==> config.mk <==
export PLATFORM = sky130hd
export DESIGN_NAME = decimal_scaled_long_division_unit
export DESIGN_NICKNAME = d
export VERILOG_FILES = /design/src/dsld_pkg.sv /design/src/dsld_div_core.sv /design/src/decimal_scaled_long_division_unit.sv
export VERILOG_INCLUDE_DIRS = /design/src /design/src/src
export SDC_FILE = /design/constraint.sdc
export NUM_CORES = 2
export LEC_CHECK = 0
export BUFFER_PORTS_ARGS = -buffer_cell sky130_fd_sc_hd__buf_2
export CAP_MARGIN = 25
export CORE_AREA = 2 2 257 360
export CTS_CLUSTER_SIZE = 20
export DETAILED_ROUTE_END_ITERATION = 12
export DIE_AREA = 0 0 259 362
export SYNTH_ARGS = -nofsm -noshare
export SYNTH_HDL_FRONTEND = slang
export SYNTH_SLANG_ARGS = --single-unit
==> constraint.sdc <==
create_clock -name clock -period 9.7 [get_ports clock]
set_input_delay 0.485 -clock clock [delete_from_list [all_inputs] [get_ports clock]]
set_output_delay 0.485 -clock clock [all_outputs]
set_load 0.01 [all_outputs]
==> src/decimal_scaled_long_division_unit_macros.svh <==
// Assertion helpers shared by the divider modules.
`ifndef DECIMAL_SCALED_LONG_DIVISION_UNIT_MACROS_SVH
`define DECIMAL_SCALED_LONG_DIVISION_UNIT_MACROS_SVH

// Same-cycle implication, switched off while reset is high.
`define DSLD_ASSERT_NOW(label, clk, rst, ante, cons, msg) \
   label: assert property (@(posedge clk) disable iff (rst) (ante) |-> (cons)) \
      else $error(msg);

// Next-cycle implication, switched off while reset is high.
`define DSLD_ASSERT_NEXT(label, clk, rst, ante, cons, msg) \
   label: assert property (@(posedge clk) disable iff (rst) (ante) |=> (cons)) \
      else $error(msg);

`endif

==> src/dsld_pkg.sv <==
`default_nettype none

package dsld_pkg;

   localparam int WORD_W     = 64;
   localparam int PLACES_W   = 5;
   localparam int DIGIT_BITS = 4;
   localparam int CNT_W      = 7;
   localparam int PRE_SHIFT  = 4;

   localparam logic [WORD_W-1:0] TOP_SIX_MASK = 64'hFC00_0000_0000_0000;

   typedef struct packed {
      logic signed [WORD_W-1:0] numerator;
      logic signed [WORD_W-1:0] denominator;
      logic [PLACES_W-1:0]      decimal_places;
   } req_type;

   typedef struct packed {
      logic signed [WORD_W-1:0] scaled_quotient;
      logic                     divide_by_zero;
   } rsp_type;

   typedef struct packed {
      logic start;
      logic digit;
   } div_cmd_type;

   typedef struct packed {
      logic busy;
      logic done;
   } div_sts_type;

   function automatic logic [WORD_W-1:0] magnitude(input logic [WORD_W-1:0] x);
      return x[WORD_W-1] ? WORD_W'(-x) : x;
   endfunction

endpackage

`default_nettype wire

==> src/dsld_div_core.sv <==
`default_nettype none

`include "decimal_scaled_long_division_unit_macros.svh"

module dsld_div_core (
   input  wire logic                          clock,
   input  wire logic                          reset,
   input  wire dsld_pkg::div_cmd_type         cmd,
   input  wire logic [dsld_pkg::WORD_W-1:0]   dividend,
   input  wire logic [dsld_pkg::WORD_W-1:0]   divisor,
   output dsld_pkg::div_sts_type              sts,
   output logic [dsld_pkg::WORD_W-1:0]        quotient,
   output logic [dsld_pkg::WORD_W-1:0]        remainder
);

   localparam int W = dsld_pkg::WORD_W;
   localparam int D = dsld_pkg::DIGIT_BITS;

   logic [W-1:0]                 rem_ff, rem_in;
   logic [W-1:0]                 quo_ff, quo_in;
   logic [dsld_pkg::CNT_W-1:0]   cnt_ff, cnt_in;
   logic                         run_ff, run_in;
   logic                         done_ff, done_in;
   logic [W:0]                   trial;
   logic [W:0]                   diff;
   logic                         fits;

   // One restoring step: bring down the next dividend bit and try a subtract.
   assign trial = {rem_ff, quo_ff[W-1]};
   assign diff  = trial - {1'b0, divisor};
   assign fits  = trial >= {1'b0, divisor};

   always_comb begin
      rem_in  = rem_ff;
      quo_in  = quo_ff;
      cnt_in  = cnt_ff;
      run_in  = run_ff;
      done_in = 1'b0;
      if (run_ff) begin
         rem_in = fits ? diff[W-1:0] : trial[W-1:0];
         quo_in = {quo_ff[W-2:0], fits};
         cnt_in = cnt_ff - 1'b1;
         if (cnt_ff == dsld_pkg::CNT_W'(1)) begin
            run_in  = 1'b0;
            done_in = 1'b1;
         end
      end else if (cmd.start) begin
         run_in = 1'b1;
         if (cmd.digit) begin
            // The quotient is below ten, so the top bits are already a valid
            // partial remainder and only the last four bits need stepping.
            rem_in = W'(dividend[W-1:D]);
            quo_in = {dividend[D-1:0], {(W-D){1'b0}}};
            cnt_in = dsld_pkg::CNT_W'(D);
         end else begin
            rem_in = '0;
            quo_in = dividend;
            cnt_in = dsld_pkg::CNT_W'(W);
         end
      end
   end

   always_ff @(posedge clock) begin
      if (reset) begin
         run_ff  <= 1'b0;
         done_ff <= 1'b0;
         cnt_ff  <= '0;
      end else begin
         run_ff  <= run_in;
         done_ff <= done_in;
         cnt_ff  <= cnt_in;
      end
      rem_ff <= rem_in;
      quo_ff <= quo_in;
   end

   assign sts.busy  = run_ff;
   assign sts.done  = done_ff;
   assign quotient  = quo_ff;
   assign remainder = rem_ff;

   `DSLD_ASSERT_NOW(a_rem_below_divisor, clock, reset, run_ff, rem_ff < divisor, "partial remainder not below divisor")
   `DSLD_ASSERT_NEXT(a_start_runs, clock, reset, cmd.start && !run_ff, run_ff, "start did not begin a division")
   `DSLD_ASSERT_NOW(a_done_idle, clock, reset, done_ff, !run_ff, "done raised while still stepping")

endmodule

`default_nettype wire

==> src/decimal_scaled_long_division_unit.sv <==
// Channel   Ports                         Handshake
// request   start, busy, req_payload      taken when start is high and busy is low
// result    rsp_valid, rsp_payload        shown for one cycle, always taken
//
// From acceptance to the result strobe, a request is worked out in passes:
// one 64-step radix-2 pass for the integer part, then a four-step pass for each
// decimal place, all on the one shared compare-subtract unit in dsld_div_core.
// A zero denominator is flagged in ST_PREP, with no pass at all. busy is high
// from acceptance until the result is shown; reset is synchronous and clears all
// control state. The receiver cannot stall, so a result is never held back.
`default_nettype none

`include "decimal_scaled_long_division_unit_macros.svh"

module decimal_scaled_long_division_unit #(
   parameter int MAX_PLACES = 18
) (
   input  wire logic              clock,
   input  wire logic              reset,
   input  wire logic              start,
   input  wire dsld_pkg::req_type req_payload,
   output logic                   busy,
   output logic                   rsp_valid,
   output dsld_pkg::rsp_type      rsp_payload
);

   localparam int W  = dsld_pkg::WORD_W;
   localparam int PW = dsld_pkg::PLACES_W;

   localparam logic [2:0] ST_IDLE   = 3'd0;
   localparam logic [2:0] ST_PREP   = 3'd1;
   localparam logic [2:0] ST_SETUP  = 3'd2;
   localparam logic [2:0] ST_LOAD   = 3'd3;
   localparam logic [2:0] ST_WAIT   = 3'd4;
   localparam logic [2:0] ST_FINISH = 3'd5;

   logic [2:0]        state_ff, state_in;
   logic [W-1:0]      num_ff, num_in;
   logic [W-1:0]      den_ff, den_in;
   logic [W-1:0]      ud_ff, ud_in;
   logic [W-1:0]      result_ff, result_in;
   logic [PW-1:0]     places_ff, places_in;
   logic              first_ff, first_in;
   logic              nneg_ff, nneg_in;
   logic              dneg_ff, dneg_in;
   logic              rsp_valid_ff, rsp_valid_in;
   dsld_pkg::rsp_type rsp_ff, rsp_in;

   dsld_pkg::div_cmd_type div_cmd;
   dsld_pkg::div_sts_type div_sts;
   logic [W-1:0]          div_quo;
   logic [W-1:0]          div_rem;
   logic [PW-1:0]         places_sat;
   logic [W-1:0]          quo_signed;
   logic [W-1:0]          rem_signed;
   logic [W-1:0]          result_next;

   assign places_sat = (req_payload.decimal_places > PW'(MAX_PLACES)) ?
                       PW'(MAX_PLACES) : req_payload.decimal_places;

   assign div_cmd.start = (state_ff == ST_LOAD);
   assign div_cmd.digit = !first_ff;

   dsld_div_core u_div (
      .clock     (clock),
      .reset     (reset),
      .cmd       (div_cmd),
      .dividend  (dsld_pkg::magnitude(num_ff)),
      .divisor   (ud_ff),
      .sts       (div_sts),
      .quotient  (div_quo),
      .remainder (div_rem)
   );

   // Truncating signs: quotient negative when the signs differ, remainder
   // follows the dividend.
   assign quo_signed  = (nneg_ff != dneg_ff) ? W'(-div_quo) : div_quo;
   assign rem_signed  = nneg_ff ? W'(-div_rem) : div_rem;
   assign result_next = (result_ff << 3) + (result_ff << 1) + quo_signed;

   always_comb begin
      state_in     = state_ff;
      num_in       = num_ff;
      den_in       = den_ff;
      ud_in        = ud_ff;
      result_in    = result_ff;
      places_in    = places_ff;
      first_in     = first_ff;
      nneg_in      = nneg_ff;
      dneg_in      = dneg_ff;
      rsp_valid_in = 1'b0;
      rsp_in       = rsp_ff;
      unique case (state_ff)
         ST_IDLE: begin
            if (start) begin
               num_in    = req_payload.numerator;
               den_in    = req_payload.denominator;
               places_in = places_sat;
               state_in  = ST_PREP;
            end
         end
         ST_PREP: begin
            first_in  = 1'b1;
            result_in = '0;
            if (den_ff == '0) begin
               rsp_in.scaled_quotient = '0;
               rsp_in.divide_by_zero  = 1'b1;
               rsp_valid_in           = 1'b1;
               state_in               = ST_IDLE;
            end else begin
               // Large divisors are scaled down so that ten times a remainder
               // stays within the word as far as possible.
               if ((dsld_pkg::magnitude(den_ff) & dsld_pkg::TOP_SIX_MASK) != '0) begin
                  num_in = $signed(num_ff) >>> dsld_pkg::PRE_SHIFT;
                  den_in = $signed(den_ff) >>> dsld_pkg::PRE_SHIFT;
               end
               state_in = ST_SETUP;
            end
         end
         ST_SETUP: begin
            ud_in    = dsld_pkg::magnitude(den_ff);
            dneg_in  = den_ff[W-1];
            state_in = ST_LOAD;
         end
         ST_LOAD: begin
            nneg_in  = num_ff[W-1];
            state_in = ST_WAIT;
         end
         ST_WAIT: begin
            if (div_sts.done) begin
               state_in = ST_FINISH;
            end
         end
         ST_FINISH: begin
            result_in = result_next;
            num_in    = (rem_signed << 3) + (rem_signed << 1);
            first_in  = 1'b0;
            if (places_ff == '0) begin
               rsp_in.scaled_quotient = result_next;
               rsp_in.divide_by_zero  = 1'b0;
               rsp_valid_in           = 1'b1;
               state_in               = ST_IDLE;
            end else begin
               places_in = places_ff - 1'b1;
               state_in  = ST_LOAD;
            end
         end
         default: begin
            state_in = ST_IDLE;
         end
      endcase
   end

   always_ff @(posedge clock) begin
      if (reset) begin
         state_ff     <= ST_IDLE;
         rsp_valid_ff <= 1'b0;
         first_ff     <= 1'b1;
         places_ff    <= '0;
      end else begin
         state_ff     <= state_in;
         rsp_valid_ff <= rsp_valid_in;
         first_ff     <= first_in;
         places_ff    <= places_in;
      end
      num_ff    <= num_in;
      den_ff    <= den_in;
      ud_ff     <= ud_in;
      result_ff <= result_in;
      nneg_ff   <= nneg_in;
      dneg_ff   <= dneg_in;
      rsp_ff    <= rsp_in;
   end

   assign busy        = (state_ff != ST_IDLE);
   assign rsp_valid   = rsp_valid_ff;
   assign rsp_payload = rsp_ff;

   `DSLD_ASSERT_NEXT(a_strobe_single, clock, reset, rsp_valid, !rsp_valid, "result strobe held longer than one cycle")
   `DSLD_ASSERT_NOW(a_zero_result, clock, reset, rsp_valid && rsp_payload.divide_by_zero, rsp_payload.scaled_quotient == '0, "divide by zero with nonzero quotient")
   `DSLD_ASSERT_NOW(a_idle_core_quiet, clock, reset, state_ff == ST_IDLE, !div_sts.busy, "divider stepping while the block is idle")

endmodule

`default_nettype wire
# ---- After elaboration in Yosys (flattened, before gate mapping)
# Cells that the tools add are included.
dict set report classes {
  add_sub_neg 10
  magnitude_cmp 2
  eq_ne 14
  muxes 43
  bitwise_logic 2
  n_reduce_logical 18
}
# operator n
set ops {}
lappend ops {{$mux W64} 11}
lappend ops {{$mux W63} 5}
lappend ops {{$add A64 B64 Y64} 3}
lappend ops {{$neg A64 Y64} 3}
lappend ops {{$pmux W64 S3} 1}
lappend ops {{$mux W65} 2}
lappend ops {{$pmux W65 S2} 1}
lappend ops {{$pmux W64 S2} 1}
lappend ops {{$pmux W63 S2} 1}
lappend ops {{$ge A65 B64 Y1} 1}
lappend ops {{$logic_not A64 Y1} 1}
lappend ops {{$reduce_bool A64 Y1} 1}
lappend ops {{$sub A64 B64 Y64} 1}
lappend ops {{$neg A63 Y63} 1}
lappend ops {{$mux W60} 1}
lappend ops {{$mux W7} 3}
lappend ops {{$pmux W3 S6} 1}
lappend ops {{$mux W5} 3}
lappend ops {{$ne A2 B2 Y1 const B} 6}
lappend ops {{$reduce_and A3 Y1} 4}
lappend ops {{$pmux W5 S2} 1}
lappend ops {{$reduce_and A4 Y1} 2}
lappend ops {{$reduce_bool A2 Y1} 4}
lappend ops {{$eq A7 B1 Y1 const B} 1}
lappend ops {{other kinds (18)} 30}
dict set report word_totals {
  register_bits 469
  output_inout_bits 67
  elab_cells 108
}

# ---- Logic depth before layout (Yosys ltp)
dict set report logic_depth {
  word_depth 6
  depth_mapped 30
  depth_no_buf 29
}

# ---- Hierarchy
# Synthesis repeated with hierarchy kept, for this count alone.
dict set report hier_totals {
  hier_cells 4052
  area_unflattened_um2 37532.2
}
# mod n_inst cells_per_inst area_per_inst_um2 seq_area_each_um2
set modules_own_cells {}
lappend modules_own_cells {decimal_scaled_long_division_unit 1 2937 27015.9 9869.5}
lappend modules_own_cells {dsld_div_core 1 1115 10516.3 4023.9}

# ---- Worst setup path after synthesis
# OpenSTA, ideal clock, no wires.
dict set report synth_timing {
  path_kind {register to register}
  start {reg den_ff[12]}
  end {reg den_ff[0], enable pin}
  arrival_ps 8138
  path_slack_ps 1000
  path_stages_with_launch 15
  path_buffers 0
  period_less_slack_ps 8700
  path_cell_list {edfxtp_1 or4_1 or3_1 or3_1 or3_4 nor2_1 and2_1 nand3_1 or3_1 or2_2 o31ai_1 xnor2_1 nor3_1 a211o_1 nor3_1}
}
dict set report synth_via {
  elab_chain_len 5
}
# item line
set synth_lines {}
lappend synth_lines {{start, declared} decimal_scaled_long_division_unit.sv:39} ;# logic [W-1:0] den_ff, den_in;
lappend synth_lines {{start signal, assigned} decimal_scaled_long_division_unit.sv:167} ;# den_ff <= den_in;
lappend synth_lines {{$neg A64 Y64} dsld_pkg.sv:35} ;# return x[WORD_W-1] ? WORD_W'(-x) : x;
lappend synth_lines {{$mux W64} --}
lappend synth_lines {{$reduce_bool A64 Y1} decimal_scaled_long_division_unit.sv:113} ;# if ((dsld_pkg::magnitude(den_ff) & dsld_pkg::TOP_SIX_MASK) != '0) begin
lappend synth_lines {{$ne A2 B2 Y1 (no source line)} --}
lappend synth_lines {{$reduce_and A4 Y1 (no source line) (*)} --}
# Every way passes the cells marked *; elsewhere a longest branch is shown, timed or not.
# A chain may end at the register's enable or synchronous reset.

# ---- Worst setup path after layout
dict set report layout_timing {
  start {reg u_div.quo_ff[13] (netlist: u_div.quotient[13])}
  end {reg rsp_ff, in the netlist rsp_payload[64] (data pin)}
}
dict set report layout_via {
  elab_chain_len 5
}
# item line
set layout_lines {}
lappend layout_lines {{start, declared} dsld_div_core.sv:20} ;# logic [W-1:0] quo_ff, quo_in;
lappend layout_lines {{start signal, assigned} dsld_div_core.sv:74} ;# quo_ff <= quo_in;
lappend layout_lines {{$neg A64 Y64} decimal_scaled_long_division_unit.sv:77} ;# assign quo_signed = (nneg_ff != dneg_ff) ? W'(-div_quo) : div_quo;
lappend layout_lines {{$mux W64 (*)} decimal_scaled_long_division_unit.sv:77}
lappend layout_lines {{$add A64 B64 Y64 (*)} decimal_scaled_long_division_unit.sv:79} ;# assign result_next = (result_ff << 3) + (result_ff << 1) + quo_signed;
lappend layout_lines {{$mux W65 (*)} decimal_scaled_long_division_unit.sv:138} ;# if (places_ff == '0) begin
lappend layout_lines {{$pmux W65 S2 (*)} decimal_scaled_long_division_unit.sv:93} ;# unique case (state_ff)
lappend layout_lines {{end signal, assigned} decimal_scaled_long_division_unit.sv:172} ;# rsp_ff <= rsp_in;
lappend layout_lines {{end, declared} decimal_scaled_long_division_unit.sv:47} ;# dsld_pkg::rsp_type rsp_ff, rsp_in;
# Every way passes the cells marked *; elsewhere a longest branch is shown, timed or not. The select of a mux whose other input is x is not followed.

==> results.toml <==
[outcome]
outcome = "completed"

[min_path]
hold_class = "in2reg"

[timing]
hold_viol = 0
min_period_ns = 7.03
fin_setup_tns_ns = 0
layout_worst_path_cycle_share_pct = 72.5
worstMarginPinSlew_ns = 1.03
final-setup-viol-count = 0
max_freq_mhz = 142
grt_setup_unrepaired = "no"
finalWorstSetupSlack_ns = 2.67
fin_skew_ns = 0.0333
slew_violations = 0
slew_headroom_pct = 31.4

[floorplan]
start_util_pct = 39.6
core_area_mm2 = 0.0906
dieHeight_um = 362
die_area_mm2 = 0.0938
io_pins = 203
num_rows = 131
fp.dieW_um = 259

[logic_synthesis]
yosysWarningCount = 0
synth_top_family_by_area = "compound AO/OA/AOI/OAI gates"
synth_edf_count = 450
synthesis.nets = 4245
yosys.area_share.simple_pct = 16.1
synth_top_flop_cell = "edfxtp_1"
synth_largest_area_cell = "edfxtp_1"
synth_top_area_share_pct = 37.6
synth_cell_types = 103
avgSynthCellArea_um2 = 9.32
syn_area_mm2 = 0.0359
synthArstFlopShare_pct = 0
synth_fa_ha_area_share_pct = 10.2
ys_seq_elements = 469
synth.area.top_cells = "edfxtp_1 (38%), ha_1 (6.7%), xnor2_1 (6.4%)"
muxShareOfSynthArea_pct = 2.30
synth_compound_area_share_pct = 18.8
yosysSeqAreaShare_pct = 38.7
synth-xor-area-share_pct = 10.6
synthCells = 3855

[worst_setup_path]
critPathTopFamily = "compound AO/OA/AOI/OAI gates"
ff2ff_path_depth = 25
cp-end-kind = "flop"
crit_end = "rsp_payload[64]"
ff2ff_setup_slack_ns = 2.67
cpMaxStageDelayCell = "or4_1"
worst-path-buf-inv = 0
cp-start-kind = "flop"
crit_arrival_ns = 7.38
startpoint = "u_div.quotient[13]"
crit_cells = 25
r2r_end = "rsp_payload[64]"
crit_fanout = 4
path_common_cell = "a21o_1"
required_ns = 10.05
path_class = "reg2reg"
slowest_delay_ns = 0.61
rr_startpoint = "u_div.quotient[13]"

[power]
powerDensity_mw_per_mm2 = 172
p_leak_nw = 15.4
irDropWorstVdd_v = 0.000116
total_power_mw = 6.86

[routing]
wl_per_cell_um = 19.6
vias_per_cell = 5.54
antenna_left = 0
drtIter0Drc = 2090
drtPass1Iterations = 7
route.detailed.drc = 0
vias = 28900
wl_um = 103000

[cts]
cts.sinks = 469
cts_root_buf = "clkbuf_16"
clk_latency_ns = 0.63
path_clk_slew_ns = 0.07
numCtsBuffers = 52
ctsLongestPathBuffers = 3
htreeDepth = 2
cts_resized = 0
cts_setup_buffers = 0
holdBufCountCts = 0
cts_tree = "yes"

[placed_design]
routabilityCongestion = 0.942
place_ws_ns = 2.75
io_buffer_count = 202
dp_cells = 5128
hpwl_um = 80800

[layout]
drive_above_1_share_pct = 9.98
n_antenna_cell = 0
syn2layout_area_growth_pct = 11.1
fill_cells = 8873
layout.nets = 4375
instances_no_fill = 5226

[flow_run]
max_cap_viol_count = 0

[grt]
grt_first_pass_wirelength_um = 159000
grt_overflow = 0
grt.total_usage_pct = 21.4
grt_antenna_before_repair = 0
grt_max_degree = 88
grt_pass1_vias = 28400
cell type report:
| cell class | instances | area [µm²] | share of cell area, % |
|---|---|---|---|
| multi-input combinational | 3068 | 20900 | 52.3 |
| sequential | 469 | 13900 | 34.8 |
| tap | 1197 | 1500 | 3.75 |
| clock buffer | 63 | 1390 | 3.47 |
| timing repair buffer | 237 | 1270 | 3.19 |
| inverter | 157 | 592 | 1.48 |
| clock inverter | 35 | 374 | 0.938 |
report_power, final:
group	switching [mW]	leakage, nW	internal [mW]
combinational	1.28	10.2	0.833
clock	0.875	0.848	1.19
sequential	0.204	4.39	2.48
total	2.36	15.4	4.50
routing by layer:
metal	routed length, µm	global-route usage [%]
met1	44500	27.9
met2	49200	36.3
met3	4680	2.22
met4	4310	8.65
met5	0	0
tightest hold or removal path, cell delays in order:
cell	delay (ns)
buf_2	0.07
nand2_1	0.04
nand2_1	0.05
layout by cell type, fill, tap and decap left out, drive strengths merged, types with 79 or more instances in the layout:
cell type and n:
xor2 171, nor2 238, ha 191, a21oi 267, a21o 109, inv 160
buf 237, xnor2 262, nand2 515, mux2i 79, o21ai 347, edfxtp 450
sequential cells by signal (all words and copies together), names as in the netlist:
register,cells
rsp_payload,65
den_ff,64
num_ff,64
u_div.quotient,64
u_div.remainder,64
ud_ff,64
result_ff,63
u_div.cnt_ff,7
places_ff,5
state_ff,3
dneg_ff,1
first_ff,1
nneg_ff,1
rsp_valid,1
u_div.done_ff,1
u_div.run_ff,1
cells in the mapped netlist (46+ instances only):
| master | n |
|---|---|
| nand2_1 | 515 |
| edfxtp_1 | 450 |
| o21ai_0 | 338 |
| a21oi_1 | 266 |
| xnor2_1 | 261 |
| nor2_1 | 237 |
| ha_1 | 191 |
| xor2_1 | 170 |
| inv_1 | 153 |
| clkbuf_1 | 146 |
| a21o_1 | 109 |
| mux2i_1 | 79 |
| o31ai_1 | 70 |
| nand3_1 | 64 |
| fa_1 | 63 |
| nor3_1 | 56 |
| o22ai_1 | 46 |
| or3_1 | 46 |
worst min-delay path by stage:
stage,from,end,slack [ns],depth (start not counted)
2_1_floorplan,places_ff[4],places_ff[4],0.43,2
3_3_place_gp,places_ff[4],places_ff[4],0.44,2
3_5_place_dp,places_ff[4],places_ff[4],0.45,2
4_1_cts,req_payload[33],den_ff[28],0.08,3
5_1_grt,req_payload[85],num_ff[16],0.11,3
6_report,req_payload[38],den_ff[33],0.13,3
through the flow:
| stage | utilization (%) | area (µm²) | hold WS (ns) |
|---|---|---|---|
| 2_1_floorplan | - | 35900 | 0.428 |
| 3_3_place_gp | 42.1 | 38100 | 0.439 |
| 3_5_place_dp | 42.1 | 38100 | 0.446 |
| 4_1_cts | 44.0 | 39900 | 0.0849 |
| 5_1_grt | 44.0 | 39900 | 0.109 |
| 6_report | 44.0 | 39900 | 0.128 |
cells by family after synthesis:
family                   after synthesis
AO/OA/AOI/OAI                       1082
XOR/XNOR                             433
adder cells (fa/ha/maj)              256
buffers and inverters                318
flip-flops                           469
multiplexers                          82
AND/OR/NAND/NOR                     1215
Power figures use the tool's default switching activity.
